## src/sv/depthwise_conv7x7_s2_mult2_top_assert.svh

```systemverilog
// Assertion macros for the depthwise conv RTL.
// No dependencies; included by dwc_dp, which checks its own logic.
`ifndef DEPTHWISE_CONV7X7_S2_MULT2_TOP_ASSERT_SVH
`define DEPTHWISE_CONV7X7_S2_MULT2_TOP_ASSERT_SVH

// same-cycle implication
`define DWC_ASSERT_IMP(lbl, clk, rst_n, ante, cons, msg) \
	lbl: assert property (@(posedge clk) disable iff (!rst_n) (ante) |-> (cons)) \
		else $error(msg);

// next-cycle implication
`define DWC_ASSERT_NXT(lbl, clk, rst_n, ante, cons, msg) \
	lbl: assert property (@(posedge clk) disable iff (!rst_n) (ante) |=> (cons)) \
		else $error(msg);

`endif

```

## src/sv/dwc_pkg.sv

```systemverilog
// Shared types, codes and fp32 arithmetic for the depthwise 7x7 conv block.
// No dependencies.
package dwc_pkg;

	localparam int KSIZE = 7;
	localparam int NTAPS = KSIZE * KSIZE;

	localparam logic [1:0] OP_WEIGHT = 2'd0;
	localparam logic [1:0] OP_PIXEL  = 2'd1;
	localparam logic [1:0] OP_PRIOR  = 2'd2;
	localparam logic [1:0] OP_UNUSED = 2'd3;

	localparam logic [2:0] CFG_IN_ROWS  = 3'd0;
	localparam logic [2:0] CFG_IN_COLS  = 3'd1;
	localparam logic [2:0] CFG_OUT_ROWS = 3'd2;
	localparam logic [2:0] CFG_OUT_COLS = 3'd3;
	localparam logic [2:0] CFG_BETA     = 3'd4;

	typedef struct packed {
		logic win_start;
		logic tap_rd;
		logic tap_mul;
		logic tap_add;
		logic tap_next;
		logic pri_rd;
		logic pri_mul;
		logic pri_add;
		logic emit;
	} dwc_cmd_t;

	typedef struct packed {
		logic tap_ok;
		logic tap_end;
		logic no_hits;
		logic pair_end;
		logic beta_nz;
		logic out_busy;
	} dwc_stat_t;

	typedef struct packed {
		logic [1:0] cnt;
		logic [7:0] o0;
		logic [7:0] o1;
	} dwc_hits_t;

	// Output indices along one axis completed by position p (size n, m outputs).
	function automatic dwc_hits_t axis_hits(input logic [8:0] p, input logic [8:0] n,
		input logic [7:0] m);
		dwc_hits_t h;
		logic [8:0] lo;
		logic [8:0] o;
		h = '0;
		lo = (n >= 9'd4) ? ((n - 9'd3) >> 1) : 9'd0;
		o = (p - 9'd3) >> 1;
		if (p + 9'd1 == n) begin
			if (lo < {1'b0, m}) begin
				h.o0 = lo[7:0];
				h.cnt = 2'd1;
				if (lo + 9'd1 < {1'b0, m}) begin
					h.o1 = 8'(lo + 9'd1);
					h.cnt = 2'd2;
				end
			end
		end else if (p >= 9'd3 && p[0]) begin
			if (o < {1'b0, m}) begin
				h.o0 = o[7:0];
				h.cnt = 2'd1;
			end
		end
		return h;
	endfunction

	// v mod 7 for v < 512 via reciprocal multiply and one correction.
	function automatic logic [2:0] mod7(input logic [8:0] v);
		logic [16:0] p;
		logic [8:0] r;
		p = 17'(v) * 17'd73;
		r = v - 9'(p[16:9]) * 9'd7;
		if (r >= 9'd7) r = r - 9'd7;
		return r[2:0];
	endfunction

	// IEEE single multiply, round to nearest even, subnormals kept.
	function automatic logic [31:0] fp_mul(input logic [31:0] a, input logic [31:0] b);
		logic sr, a_nan, b_nan, a_inf, b_inf, a_zero, b_zero, g, st, st0;
		logic [7:0] ea, eb, ef;
		logic [23:0] ma, mb, mant;
		logic [47:0] p;
		logic [5:0] lpos;
		logic signed [10:0] bexp, rsh;
		logic [97:0] sh;
		logic [30:0] mag;
		logic [31:0] r;
		sr = a[31] ^ b[31];
		a_nan = (&a[30:23]) && (|a[22:0]);
		b_nan = (&b[30:23]) && (|b[22:0]);
		a_inf = (&a[30:23]) && !(|a[22:0]);
		b_inf = (&b[30:23]) && !(|b[22:0]);
		a_zero = (a[30:0] == 31'd0);
		b_zero = (b[30:0] == 31'd0);
		ea = (a[30:23] == 8'd0) ? 8'd1 : a[30:23];
		eb = (b[30:23] == 8'd0) ? 8'd1 : b[30:23];
		ma = {|a[30:23], a[22:0]};
		mb = {|b[30:23], b[22:0]};
		r = '0;
		if (a_nan) begin
			r = a | 32'h0040_0000;
		end else if (b_nan) begin
			r = b | 32'h0040_0000;
		end else if ((a_inf && b_zero) || (b_inf && a_zero)) begin
			r = 32'hFFC0_0000;
		end else if (a_inf || b_inf) begin
			r = {sr, 8'hFF, 23'd0};
		end else if (a_zero || b_zero) begin
			r = {sr, 31'd0};
		end else begin
			p = 48'(ma) * 48'(mb);
			lpos = '0;
			for (int i = 0; i < 48; i++) begin
				if (p[i]) lpos = 6'(i);
			end
			bexp = 11'(lpos) + 11'(ea) + 11'(eb) - 11'sd173;
			if (bexp >= 1) rsh = 11'(lpos) - 11'sd23;
			else rsh = 11'sd151 - 11'(ea) - 11'(eb);
			sh = {p, 50'd0};
			st0 = 1'b0;
			if (rsh < 0) begin
				sh = sh << 7'(-rsh);
			end else if (rsh > 97) begin
				st0 = |sh;
				sh = '0;
			end else begin
				st0 = |(sh & ~({98{1'b1}} << 7'(rsh)));
				sh = sh >> 7'(rsh);
			end
			mant = sh[73:50];
			g = sh[49];
			st = (|sh[48:0]) | st0;
			if (bexp > 254) begin
				r = {sr, 8'hFF, 23'd0};
			end else begin
				ef = (bexp >= 1) ? bexp[7:0] : 8'd0;
				mag = {ef, mant[22:0]} + 31'(g & (st | mant[0]));
				r = {sr, mag};
			end
		end
		return r;
	endfunction

	// IEEE single add, round to nearest even, subnormals kept.
	function automatic logic [31:0] fp_add(input logic [31:0] a, input logic [31:0] b);
		logic a_nan, b_nan, a_inf, b_inf, sub, g, st;
		logic [31:0] x, y, r;
		logic [7:0] ex, ey, d, ef;
		logic [23:0] mx, my, mant;
		logic [26:0] aligned, s27;
		logic [27:0] bigv, sum;
		logic [4:0] lpos;
		logic [8:0] shn, ex9, exp9;
		logic [30:0] mag;
		a_nan = (&a[30:23]) && (|a[22:0]);
		b_nan = (&b[30:23]) && (|b[22:0]);
		a_inf = (&a[30:23]) && !(|a[22:0]);
		b_inf = (&b[30:23]) && !(|b[22:0]);
		r = '0;
		if (a_nan) begin
			r = a | 32'h0040_0000;
		end else if (b_nan) begin
			r = b | 32'h0040_0000;
		end else if (a_inf && b_inf && (a[31] != b[31])) begin
			r = 32'hFFC0_0000;
		end else if (a_inf) begin
			r = a;
		end else if (b_inf) begin
			r = b;
		end else if (a[30:0] == 31'd0 && b[30:0] == 31'd0) begin
			r = {a[31] & b[31], 31'd0};
		end else begin
			if (a[30:0] >= b[30:0]) begin
				x = a;
				y = b;
			end else begin
				x = b;
				y = a;
			end
			ex = (x[30:23] == 8'd0) ? 8'd1 : x[30:23];
			ey = (y[30:23] == 8'd0) ? 8'd1 : y[30:23];
			mx = {|x[30:23], x[22:0]};
			my = {|y[30:23], y[22:0]};
			d = ex - ey;
			sub = x[31] ^ y[31];
			bigv = {1'b0, mx, 3'd0};
			aligned = {my, 3'd0};
			if (d >= 8'd27) begin
				aligned = {26'd0, |my};
			end else begin
				aligned = (aligned >> d) | 27'(|(aligned & ~({27{1'b1}} << d)));
			end
			sum = sub ? (bigv - {1'b0, aligned}) : (bigv + {1'b0, aligned});
			ex9 = {1'b0, ex};
			if (sum == 28'd0) begin
				r = 32'd0;
			end else begin
				if (sum[27]) begin
					s27 = sum[27:1] | 27'(sum[0]);
					exp9 = ex9 + 9'd1;
				end else begin
					lpos = '0;
					for (int i = 0; i < 27; i++) begin
						if (sum[i]) lpos = 5'(i);
					end
					shn = 9'd26 - 9'(lpos);
					if (shn > ex9 - 9'd1) shn = ex9 - 9'd1;
					s27 = sum[26:0] << shn;
					exp9 = ex9 - shn;
				end
				mant = s27[26:3];
				g = s27[2];
				st = |s27[1:0];
				if (exp9 >= 9'd255) begin
					r = {x[31], 8'hFF, 23'd0};
				end else begin
					ef = mant[23] ? exp9[7:0] : 8'd0;
					mag = {ef, mant[22:0]} + 31'(g & (st | mant[0]));
					r = {x[31], mag};
				end
			end
		end
		return r;
	endfunction

endpackage

```

## src/sv/dwc_ctrl.sv

```systemverilog
// Sequencing state machine of the depthwise conv block.
// Depends on dwc_pkg (command and status structs, opcodes).
module dwc_ctrl
	import dwc_pkg::*;
(
	input  logic       clk,
	input  logic       arst_n,
	input  logic       in_acc,
	input  logic [1:0] in_op,
	input  dwc_stat_t  stat,
	output logic       in_ready,
	output dwc_cmd_t   cmd
);

	typedef enum logic [10:0] {
		S_IDLE  = 11'b000_0000_0001,
		S_PIX   = 11'b000_0000_0010,
		S_WIN   = 11'b000_0000_0100,
		S_TCHK  = 11'b000_0000_1000,
		S_TMUL  = 11'b000_0001_0000,
		S_TADD  = 11'b000_0010_0000,
		S_POST  = 11'b000_0100_0000,
		S_PRD   = 11'b000_1000_0000,
		S_PMUL  = 11'b001_0000_0000,
		S_PADD  = 11'b010_0000_0000,
		S_EMIT  = 11'b100_0000_0000
	} state_t;

	state_t state_q, state_d;

	assign in_ready = (state_q == S_IDLE);

	always_comb begin
		state_d = state_q;
		cmd = '0;
		case (state_q)
			S_IDLE: begin
				if (in_acc && in_op == OP_PIXEL) state_d = S_PIX;
			end
			S_PIX: begin
				state_d = stat.no_hits ? S_IDLE : S_WIN;
			end
			S_WIN: begin
				cmd.win_start = 1'b1;
				state_d = S_TCHK;
			end
			S_TCHK: begin
				if (stat.tap_ok) begin
					cmd.tap_rd = 1'b1;
					state_d = S_TMUL;
				end else begin
					cmd.tap_next = 1'b1;
					state_d = stat.tap_end ? S_POST : S_TCHK;
				end
			end
			S_TMUL: begin
				cmd.tap_mul = 1'b1;
				state_d = S_TADD;
			end
			S_TADD: begin
				cmd.tap_add = 1'b1;
				cmd.tap_next = 1'b1;
				state_d = stat.tap_end ? S_POST : S_TCHK;
			end
			S_POST: begin
				state_d = stat.beta_nz ? S_PRD : S_EMIT;
			end
			S_PRD: begin
				cmd.pri_rd = 1'b1;
				state_d = S_PMUL;
			end
			S_PMUL: begin
				cmd.pri_mul = 1'b1;
				state_d = S_PADD;
			end
			S_PADD: begin
				cmd.pri_add = 1'b1;
				state_d = S_EMIT;
			end
			S_EMIT: begin
				if (!stat.out_busy) begin
					cmd.emit = 1'b1;
					state_d = stat.pair_end ? S_IDLE : S_WIN;
				end
			end
			default: state_d = S_IDLE;
		endcase
	end

	always_ff @(posedge clk or negedge arst_n) begin
		if (!arst_n) begin
			state_q <= S_IDLE;
		end else begin
			state_q <= state_d;
		end
	end

endmodule

```

## config.mk

```make
export PLATFORM = sky130hd
export DESIGN_NAME = dwc_ctrl
export DESIGN_NICKNAME = d
export VERILOG_FILES = /design/src/sv/depthwise_conv7x7_s2_mult2_top_assert.svh /design/src/sv/dwc_pkg.sv /design/src/sv/dwc_ctrl.sv
export SDC_FILE = /design/constraint.sdc
export NUM_CORES = 1
export LEC_CHECK = 0
export ABC_CLOCK_PERIOD_IN_PS = 1600
export BUFFER_PORTS_ARGS = -buffer_cell sky130_fd_sc_hd__buf_2
export CELL_PAD_IN_SITES_DETAIL_PLACEMENT = 1
export CELL_PAD_IN_SITES_GLOBAL_PLACEMENT = 2
export CORE_ASPECT_RATIO = 0.6
export CORE_MARGIN = 2
export CORE_UTILIZATION = 28
export CTS_BUF_LIST = sky130_fd_sc_hd__clkbuf_8
export CTS_CLUSTER_DIAMETER = 150
export DETAILED_ROUTE_END_ITERATION = 8
export GPL_ROUTABILITY_DRIVEN = 0
export PLACE_DENSITY_LB_ADDON = 0.1
export SLEW_MARGIN = 10
export SYNTH_ARGS = -nofsm -noshare
export SYNTH_HDL_FRONTEND = slang
export SYNTH_SLANG_ARGS = --single-unit
```

## constraint.sdc

```tcl
create_clock -name clk -period 1.6 [get_ports clk]
set_input_delay 0 -clock clk [delete_from_list [all_inputs] [get_ports clk]]
set_output_delay 0 -clock clk [all_outputs]
set_load 0.01 [all_outputs]
```

* Yosys cells after proc, flatten, opt, wreduce, memory -nomap -nowiden
Index checks and enable logic that the tools add are counted.
W data, S select, Z words.
** Word-level totals
- Bits in registers :: 11
- Input bits :: 11
- Output and inout port bits :: 10
- Word-level logic and storage cells :: 37
** Operators by class
- Eq/ne operators :: 14
- Mux-type cells :: 20
- Reduce and logical (&&, ||, !) cells :: 2
** Operators by type and width (number)
- $pmux W11 S11 :: 1
- $mux W11 :: 3
- $mux W7 :: 2
- $eq A11 B1 Y1 const B :: 1
- $eq A11 B10 Y1 const B :: 1
- $eq A11 B11 Y1 const B :: 1
- $eq A11 B2 Y1 const B :: 1
- $eq A11 B3 Y1 const B :: 1
- $eq A11 B4 Y1 const B :: 1
- $eq A11 B5 Y1 const B :: 1
- $eq A11 B6 Y1 const B :: 1
- $eq A11 B7 Y1 const B :: 1
- $eq A11 B8 Y1 const B :: 1
- $eq A11 B9 Y1 const B :: 1
- $mux W1 :: 11
- $mux W3 :: 2
- $eq A2 B1 Y1 const B :: 1
- $ne A2 B1 Y1 const B :: 1
- $ne A2 B2 Y1 const B :: 1
- $pmux W1 S2 :: 1
- $reduce_and A2 Y1 :: 1
- $logic_and A1 B1 Y1 :: 1

* Logic depth before layout (Yosys ltp)
- Word-level depth :: 4
- Gate-level depth with buffers :: 5
- Mapped depth without buffers :: 4

* Least setup slack after synthesis
No wires, ideal clock.
- Kind :: reg-to-reg
- Start point :: reg state_q[5]
- End point :: reg state_q[3]
- Library setup time :: 65 ps
- Arrival time :: 1541 ps
- Data required time :: 1535 ps
- Setup slack :: -6 ps
- Stages on the path, launching flop included :: 6
- Path buffers :: 1
- Period minus slack after synthesis :: 1606 ps
- Cell sequence :: dfrtp_1 buf_6 nor4_4 nand3_1 nor3b_1 a21o_1
** On the way
- Cells in the longest elaborated chain, start to end :: 3
- Elaborated cells between the ends (all ways) :: 15
- Those cells by class :: eq/ne: 13; mux: 1; reduce/logical: 1
** RTL lines
- from (decl) :: RTL line dwc_ctrl.sv:29 : state_t state_q, state_d;
- from (signal assigned) :: RTL line dwc_ctrl.sv:94 : state_q <= state_d;
- $eq A11 B1 Y1 or $eq A11 B11 Y1 (tied branches) :: RTL line dwc_ctrl.sv:36 : case (state_q)
- $ne A2 B1 Y1 (no source line) or $ne A2 B2 Y1 (tied branches)
- $reduce_and A2 Y1 (no source line)
Several ways; a longest one is shown, not always the timed one.
A chain may end at the register's enable or synchronous reset.

==> flow_summary_export.csv <==
group,metric,value,unit
critical_path,criticalPathCategory,"reg2out",
detailed_routing,first_pass_iters,4,
synth,synthXorXnorAreaFrac,4.51,%
synth,synth_cells,84,
critical_path,reg2reg_from,"state_q[6]",
floorplanning,boundaryPins,21,
outcome,violations,"negative setup slack",
detailed_routing,dr.first_iter.drc_count,22,
critical_path,worstPathRequired,1.60,ns
synth,synth_top_area_cell,"dfrtp_1",
synth,synth.avg_cell_area,9.25,µm²
clocking,cts-buffers-inserted,3,
final_layout,drive_gt1_share,47.6,%
critical_path,slowest_delay,0.41,ns
synth,ys_seq_area_share,35.6,%
timing,hold-worst-slack,0.0156,ns
timing,finalSetupViolCount,2,
synth,synth-warning-count,0,
power,clock_power_share,29.2,%
detailed_routing,antenna_left,0,
placed_design,hpwl,1690,µm
synth,synth_fa_ha_area_share,0,%
power,p_leak,0.000592,µW
timing,fmax,603,MHz
critical_path,r2r_slack,0,ns
synth,synth_top_area_share,32.2,%
critical_path,path_buf_inv,2,
global_route,grt_usage,15.2,%
timing,fin_worst_skew,0.00954,ns
clocking,cts_tree,"built",
clocking,cts.reportedPaths.clkPinSlew,0.05,ns
final_layout,area_delta_synth_final,51.5,%
critical_path,crit_chain,"nor4_4 -> buf_4 -> nand4_1 -> o22ai_2 -> buf_2",
critical_path,worst_setup_path_end_kind,"output pin",
synth,ys_types,39,
final_layout,final_cell_mix,"buf_2 (20), buf_4 (20), dfrtp_1 (9)",
power,p_int,649,µW
synth,syn_nets,95,
synth,synth_seq_cells,11,
critical_path,critPathMaxFanout,3,
clocking,ctsLongestPathBuffers,2,
timing,finalCritPeriodShare,104,%
detailed_routing,wl,2450,µm
detailed_routing,drt_drc_violations_left,0,
timing,hold_viol,0,
synth,yosys.area_share.simple,41.1,%
timing,worst_slew_pin_slew,0.315,ns
power,power_frac_seq,34.1,%
synth,synth_top_family_by_area,"simple AND/OR/NAND/NOR gates",
global_route,first_global_vias,760,
outcome,outcome,"finished, violations left",
min_path,min_path_type,"in2reg",
final_layout,largest_reg_flops,11,
power,comb_power_share,36.7,%
timing,layout_min_cycle_time,1.66,ns
global_route,grt_pass1_wl,3590,µm
detailed_routing,vias,793,
final_layout,nNetsFinal,138,
final_layout,diodes,0,
synth,ys_top_cells_by_area,"dfrtp_1 (32%), nor4b_1 (5.6%), nor2_1 (5.3%)",
global_route,grt_max_degree,12,
final_layout,largestRegisters,"state_q: 11 flops",
floorplanning,dieWidth,72.0,µm
detailed_routing,wl_per_cell,15.5,µm
floorplanning,core,2570,µm²
timing,slew_viol_final,0,
placed_design,dpl_worst_slack,0.00373,ns
synth,synthMuxAreaShare,1.45,%
detailed_routing,vias_per_cell,5.02,
timing,fin_setup_tns,-0.0626,ns
clocking,clock_latency,0.24,ns
power,netSwitchingFraction,33.1,%
global_route,antenna_found_initial,0,
min_path,hold_path_startpoint,"stat[5]",
placed_design,portBuffers,20,
power,power_density,823,nW/µm²
timing,rsz0062_at_grt,"true",
clocking,htreeDepth,1,
synth,synth-compound-area-share,12.2,%
timing,timing.slew.headroom,79.0,%
power,ir_drop,291,µV
job,cap_viol_max_count,0,
critical_path,arrival,1.66,ns
final_layout,final_util,45.7,%
critical_path,startpoint,"state_q[6]",
clocking,cts.sinks,11,
floorplanning,design.die.area,3230,µm²
critical_path,crit_path_start_kind,"flip-flop",
global_route,grt_overflow,0,
final_layout,regMostFlops,"state_q",
synth,syn_area,777,µm²
timing,worst_slack,-0.0578,ns
placed_design,dp.cells,145,
power,p_sw,321,µW
critical_path,cp_top_family,"simple AND/OR/NAND/NOR gates",
floorplanning,rows,14,
floorplanning,start_util,30.2,%
final_layout,stdcell_count,158,
floorplanning,die_h,44.8,µm
critical_path,cp_slowest_cell,"dfrtp_1",
clocking,cts_root_buf,"clkbuf_8",
-- final cells by class --
cell class / instances / area (µm²)
Clock inverter: 1 / 3.75
Clock buffer: 3 / 41.3
Fill cell: 307 / 1400
Inverter: 3 / 11.3
Multi-Input combinational cell: 65 / 523
Timing Repair Buffer: 43 / 280
Tap cell: 32 / 40.0
Sequential cell: 11 / 278
-- cells by family (layout without fill, tap and decap cells) --
logic type,after synthesis,after routing
mux,1,1
flops,11,11
buf+inv,8,50
simple gates,48,48
xor+xnor,4,4
compound gates,12,12
-- layer usage --
| layer | share of wire (%) | vias up | global-route usage [%] |
|---|---|---|---|
| met3 | 3.1 | 5 | 4.69 |
| met2 | 47 | 10 | 23.0 |
| met4 | 1.1 | 0 | 5.66 |
| li1 | - | 395 | - |
| met1 | 49 | 383 | 20.7 |
| met5 | 0 | - | 0 |
-- through the flow --
step	area [µm²]	total power (µW)
2_1_floorplan	782	479
3_5_place_dp	998	608
3_3_place_gp	998	605
4_1_cts	1140	947
5_1_grt	1180	1040
6_report	1180	969
-- cell usage after synthesis --
cell,n
a211oi_1,1
a21o_1,1
a2bb2oi_1,1
and2_1,3
and3b_1,3
and4_1,1
and4b_1,1
buf_2,2
buf_6,1
clkbuf_1,2
dfrtp_1,10
dfstp_2,1
inv_1,3
mux2_2,1
nand2_1,3
nand2b_1,2
nand3_1,3
nand3_2,1
nand3b_1,2
nand4_1,3
nand4b_1,1
nor2_1,11
nor2b_1,1
nor3_1,3
nor3_4,1
nor3b_1,1
nor4_1,1
nor4_4,1
nor4b_1,5
o211ai_1,1
o21ai_0,2
o22a_1,1
o22ai_1,1
o22ai_2,1
o2bb2ai_1,1
o31ai_1,1
o32a_1,1
or3_1,1
xor2_1,4
-- tightest hold or removal path, cell delays in order --
cell and delay [ns]:
buf_2 0.11, inv_1 0.06, nor2_1 0.04
-- power groups by stage --
stage / clock [µW] / combinational, µW / sequential [µW]
after floorplan: 0 / 158 / 321
after global placement: 0 / 278 / 327
after detailed placement: 0 / 284 / 325
after CTS: 294 / 322 / 331
after global routing: 316 / 386 / 333
final: 283 / 356 / 331
-- path summary, 6_finish.rpt --
kind                                   end  depth (start not counted)
worst min register to register  state_q[5]                          2
max in group asynchronous       state_q[0]                          2
min in group asynchronous       state_q[9]                          2
worst max register to register  state_q[2]                          6
worst max-delay path                cmd[4]                          5
worst min-delay path            state_q[4]                          3
-- repair_timing --
| action | CTS | global route |
|---|---|---|
| gates resized for setup | 9 | 3 |
| hold buffers | 3 | 0 |
| setup buffers | 3 | 4 |
| setup endpoints to repair | 5 | 11 |
| pin swaps | 6 | 7 |
| hold endpoints to repair | 13 | 0 |
Note: power is estimated with default switching activity, not from simulation.
